<file path="src/sv/ggt_pkg.sv">
// Shared types and constants of the generational grant table.
package ggt_pkg;

  localparam int TABLE_SIZE = 256;
  localparam int IDX_W      = 8;
  localparam int HEAD_W     = 9;
  localparam int SEQ_W      = 11;
  localparam int HANDLE_W   = 19;
  localparam int FAULT_W    = 20;

  // Input modes
  localparam logic [2:0] MODE_DIRECT   = 3'd0;
  localparam logic [2:0] MODE_INDIRECT = 3'd1;
  localparam logic [2:0] MODE_MAGIC    = 3'd2;
  localparam logic [2:0] MODE_REVOKE   = 3'd3;
  localparam logic [2:0] MODE_FAULT    = 3'd4;

  // Result status codes
  localparam logic [1:0] ST_OK      = 2'd0;
  localparam logic [1:0] ST_INVAL   = 2'd1;
  localparam logic [1:0] ST_NOSPACE = 2'd2;
  localparam logic [1:0] ST_FAULTED = 2'd3;

  // Classified operations handed from front to back
  localparam logic [1:0] OP_GRANT  = 2'd0;
  localparam logic [1:0] OP_REVOKE = 2'd1;
  localparam logic [1:0] OP_FAULT  = 2'd2;
  localparam logic [1:0] OP_REJECT = 2'd3;

  // Fault entry with the top bit set: no fault noted
  localparam logic [FAULT_W-1:0] FAULT_NONE = {1'b1, {(FAULT_W-1){1'b0}}};
  localparam logic [HEAD_W-1:0]  HEAD_EMPTY = HEAD_W'(TABLE_SIZE);

  typedef struct packed {
    logic [1:0]          op;
    logic                try_bit;
    logic [HANDLE_W-1:0] handle;
  } ggt_entry_t;

  typedef struct packed {
    logic                try_bit;
    logic                used;
    logic [SEQ_W-1:0]    seq;
    logic [HEAD_W-1:0]   next_free;
    logic [FAULT_W-1:0]  fault;
  } ggt_slot_t;

  localparam int SLOT_W = $bits(ggt_slot_t);

endpackage

</file>
<file path="src/sv/ggt_queue.sv">
// Two-entry queue between front end and back end.
module ggt_queue
  import ggt_pkg::*;
(
  input  logic       clk,
  input  logic       rst_n,
  input  logic       push,
  input  ggt_entry_t push_entry,
  input  logic       pop,
  output ggt_entry_t pop_entry,
  output logic       full,
  output logic       empty
);

  ggt_entry_t  buf_r [2];
  logic        wr_ptr_r, wr_ptr_nxt;
  logic        rd_ptr_r, rd_ptr_nxt;
  logic [1:0]  cnt_r, cnt_nxt;

  assign full      = (cnt_r == 2'd2);
  assign empty     = (cnt_r == 2'd0);
  assign pop_entry = buf_r[rd_ptr_r];

  always_comb begin
    wr_ptr_nxt = wr_ptr_r ^ push;
    rd_ptr_nxt = rd_ptr_r ^ pop;
    cnt_nxt    = cnt_r + 2'(push) - 2'(pop);
  end

  // Pointers and fill count
  always_ff @(posedge clk) begin
    if (!rst_n) begin
      wr_ptr_r <= 1'b0;
      rd_ptr_r <= 1'b0;
      cnt_r    <= 2'd0;
    end else begin
      wr_ptr_r <= wr_ptr_nxt;
      rd_ptr_r <= rd_ptr_nxt;
      cnt_r    <= cnt_nxt;
    end
  end

  // Entry storage
  always_ff @(posedge clk) begin
    if (push) begin
      buf_r[wr_ptr_r] <= push_entry;
    end
  end

endmodule

</file>
<file path="config.mk">
export PLATFORM = sky130hd
export DESIGN_NAME = ggt_queue
export DESIGN_NICKNAME = d
export VERILOG_FILES = /design/src/sv/ggt_pkg.sv /design/src/sv/ggt_queue.sv
export SDC_FILE = /design/constraint.sdc
export NUM_CORES = 1
export LEC_CHECK = 0
export BUFFER_PORTS_ARGS = -buffer_cell sky130_fd_sc_hd__buf_2
export CORE_UTILIZATION = 51
export CTS_CLUSTER_DIAMETER = 30
export DETAILED_ROUTE_END_ITERATION = 6
export PLACE_DENSITY = 0.87
export SETUP_SLACK_MARGIN = 0.05
export SLEW_MARGIN = 0
export SYNTH_ARGS = -nofsm -noshare
export SYNTH_HDL_FRONTEND = slang
export SYNTH_SLANG_ARGS = --single-unit
</file>
<file path="constraint.sdc">
create_clock -name clk -period 1.5 [get_ports clk]
set_input_delay 0.3 -clock clk [delete_from_list [all_inputs] [get_ports clk]]
set_output_delay 0.3 -clock clk [all_outputs]
set_load 0.1 [all_outputs]
</file>
After elaboration in Yosys (flattened, before gate mapping)
Memory sizes are Yosys's and may differ from the RTL's. A register that Yosys moved wholly into a read port is not among the register bits.
Cells that the tools add are included.

storage, ports and cells
  bits in registers = 4
  output and inout bits = 24
  RAM bits = 44
  memories kept = 1
  word-level logic and storage cells = 13
  input bits = 26

memory list
  memory  words  width  rd ports  clocked after memory_dff  write ports  RTL line         source
  buf_r   2      22     1         1                         1            ggt_queue.sv:15  ggt_entry_t buf_r [2];

operators by class
  add/sub/neg operators = 2
  reduce and logical (&&, ||, !) cells = 1
  mux-type cells = 3
  eq/ne operators = 1
  bitwise gates (word level) = 2

operators by type and width
  kind                                  number
  two-way mux 1 bit                     3
  adder 2 x 1 -> 2 bit                  1
  == test 2 bit, second input constant  1
  zero test 2 bit                       1
  subtractor 2 x 1 -> 2 bit             1
  bitwise XOR 1 bit                     2

Longest topological paths before layout
  word-level depth = 2
  gate-level depth with buffers = 6
  gate-level depth less buffers = 6

Worst setup path before layout
No wires, ideal clock.

  kind = register to output
  from = register cnt_r[1]
  to = output full
  data arrival time = 1,706 ps
  stages on the path, launching flop included = 2
  setup slack = -506 ps
  path buffers = 0
  required time = 1,200 ps
  cells stage by stage = dfxtp_1 > nor2b_1

on the way
  word-level cells in the longest chain between the ends = 1

RTL lines
  what                      RTL line         source
  start: declaration        ggt_queue.sv:18  logic [1:0] cnt_r, cnt_nxt;
  start signal: assignment  ggt_queue.sv:39  cnt_r <= cnt_nxt;
  == test 2 bit             ggt_queue.sv:20  assign full = (cnt_r == 2'd2);
  end: declaration          ggt_queue.sv:11  output logic full,

No other way between the ends.

==> impl_results.md <==
- Cts bufs inserted: 5
- Setup tns final: -4.644 ns
- GRT Total Usage: 20.04%
- Setup Fix Bufs, Post-CTS: 0
- Synth Warn #: 0
- Boundary Pins: 50
- Final global-route overflow total: 0
- P_sw: 1.263 mW
- Die width: 61.83 µm
- Core ar.: 3390 µm²
- Post-DP HPWL: 2.553 mm
- Failing checks: setup timing
- Final setup fails: 22
- WL final: 4.131 mm
- WL per Instance: 20.76 µm
- Pins over their slew limit: 0
- Worst Path Required: ~1.2 ns
- Unrepaired setup endpoints after global routing: yes
- Highest clock rate: 574.4 MHz
- Final #Nets: 181
- Critical path class: reg2out
- Worst-path clk slew: 0.14 ns
- Max-slew headroom: 86.31%
- Status: finished with violations
- Maxcap violations: 0
- Post-synth cell types: 11
- P_int: 2.505 mW
- Post-route minimum period: about 1.7 ns
- Synth top area share: about 72%
- Combinational power share: 35.6%
- P&R area growth vs syn: 50.17%
- Mean Syn Cell Area: 20.51 µm²
- Starting Density: 53.86%
- Synthesized cell area: between 1500 and 2000 µm²
- Sequential share of power: 43.5%
- # rows: 21
- Share of post-route cells with drive strength above 1: between 50% and 60%
- Fin crit share: 116.1%
- VDD IR max: 824.9 µV
- Clock network fraction of total power: 20.9%
- Vias post-DR: 1052
- Max FO, Critical Path: 6
- Via density: 5.286
- Worst skew pair latency: 0.35 ns
- CP endpoint kind: output port
- TritonCTS Sinks: 49
- Yosys top cell by area: edfxtp_1
- First-pass GRT wire length: between 5 and 6 mm
- Hold depth: 1
- PnR worst setup slack: -0.2410 ns
- Yosys reg bits: 49
- Largest net degree at the start of global routing: 15
- CTS tree: yes
- Clock Path Buffers: 2
- Total Power: 3.768 mW
- Hold Vio Cnt, Final: 0
- Die Y: 61.83 µm
- Number of remaining DRC errors: 0
- Die Footprint: ~3800 µm²
- Arrival @ worst endpoint: 1.44 ns
- Leak: between 1 and 1.5 nW
- Synth area leaders: edfxtp_1 72%, mux2_2 14%, dfxtp_1 5.5%, ha_1 2.7%, buf_6 1.2%
- Gp weighted congestion: 0.6076
- Sequential-to-total area share from yosys stat: between 70% and 80%
- Antenna violations before repair: 1
- Sw frac: 33.52%
- I/O Buffers: 49
- Clock H-tree levels: 2
- DRT iter0 DRCs: 44
- Post-synth net total: 119
- Vias in the first global route: 1042
- CTS Root Cell: clkbuf_4
- Worst reg-to-reg path cell count: 6
- Routed Antenna Nets: 0
- Startpoint types: register
- HP Class: in2reg
- Post-Synthesis Cells: 89
- Power Dens Cells: approximately 1400 nW/µm²
- CTS Hold Buffers Added: 0
- Clk_skew: 0.01608 ns
- Worst-Margin Slew: 0.2058 ns
- Drt pass-1 iters: 4
==> what timing repair did <==
action,CTS,global route
endpoints found under the hold margin,0,0
gates cloned,1,1
endpoints found under the setup margin,24,25
gates resized for setup,16,19
==> placed cells by master, fill, tap and decap left out <==
master | synthesis | final
edfxtp_1 | 44 | 44
buf_2 | 0 | 25
buf_12 | 0 | 24
mux2_4 | 0 | 22
clkbuf_4 | 0 | 5
ha_1 | 4 | 4
buf_4 | 0 | 4
inv_1 | 3 | 3
and2_1 | 3 | 3
buf_6 | 2 | 3
nor2b_1 | 3 | 2
dfxtp_2 | 0 | 2
dfxtp_1 | 5 | 2
diode_2 | 0 | 1
nor2_2 | 0 | 1
xor2_1 | 1 | 1
nor2b_4 | 0 | 1
xnor3_1 | 1 | 1
dfxtp_4 | 0 | 1
bufinv_16 | 0 | 1
clkbuf_8 | 0 | 1
clkbuf_1 | 0 | 1
clkbuf_16 | 0 | 1
==> worst max-delay path, cell delays in order (launching register included) <==
cell and delay, ns:
dfxtp_4 0.42, clkbuf_16 0.17, mux2_4 0.33, buf_12 0.17
==> final cells by class <==
class                   count  area (µm²)
flip-flops and latches     49        1428
repair buffers             57       694.4
fillers                   153       648.1
multi-input cells          35       462.9
well taps                  46       57.56
clock buffers               7       55.05
clock inverters             1       30.03
inverters                   3       11.26
diodes                      1       2.502
==> path summary, 6_finish.rpt <==
| check | endpoint | startpoint | slack [ns] |
|---|---|---|---|
| setup / recovery | pop_entry[19] | register | -0.24 |
| hold / removal | buf_r[0][8] | push_entry[8] | 0.13 |
| setup reg to reg | cnt_r[1] | cnt_r[0] | 0.18 |
| hold reg to reg | wr_ptr_r | wr_ptr_r | 0.59 |
==> stage by stage <==
stage	utilization (%)	instances	setup slack, ns	hold WS, ns	instance area (µm²)
floorplan	-	89	-0.005244	0.3989	1831
global placement	73.79	188	0.1313	0.4877	2501
detailed placement	73.79	188	0.08903	0.4937	2501
CTS	78.11	197	-0.2540	0.1130	2648
global route	80.88	199	-0.2930	0.1136	2741
finish	80.88	199	-0.2410	0.1331	2741
==> routing by layer <==
layer	routed length, µm	track usage, %	vias to the layer above	share of wire (%)
met5	0	0	-	0
met4	121	8.571	0	2.9
met3	234	4.969	10	5.7
met2	2205	37.79	48	53
met1	1569	21.07	535	38
li1	-	-	459	-
==> registers in the layout (all words and copies together) (netlist names), named ones only <==
register  count
rd_ptr_r      1
wr_ptr_r      1
cnt_r         2
buf_r        44
==> cells in the mapped netlist <==
cell type,count
edfxtp_1,44
ha_1,4
mux2_2,22
xor2_1,1
and2_1,3
xnor3_1,1
dfxtp_1,5
buf_6,2
inv_1,3
nor2b_1,3
nor2_1,1
==> kinds of logic (layout without fill, tap and decap cells) <==
family,Yosys count,count (layout),share of synthesized area (%)
adder cells (fa/ha/maj),4,4,2.742
AND/OR/NAND/NOR,7,7,2.262
XOR/XNOR,2,2,1.714
buffers and inverters,5,68,1.850
other,0,1,0
flip-flops,49,49,77.86
multiplexers,22,22,13.57
==> power groups by stage <==
stage,clock (mW),combinational (mW),sequential (mW)
5_1_grt,0.843,1.38,1.65
6_report,0.788,1.34,1.64
2_1_floorplan,0,0.801,1.65
3_3_place_gp,0,1.21,1.64
3_5_place_dp,0,1.24,1.65
4_1_cts,0.797,1.28,1.63
Power figures use the tool's default switching activity.
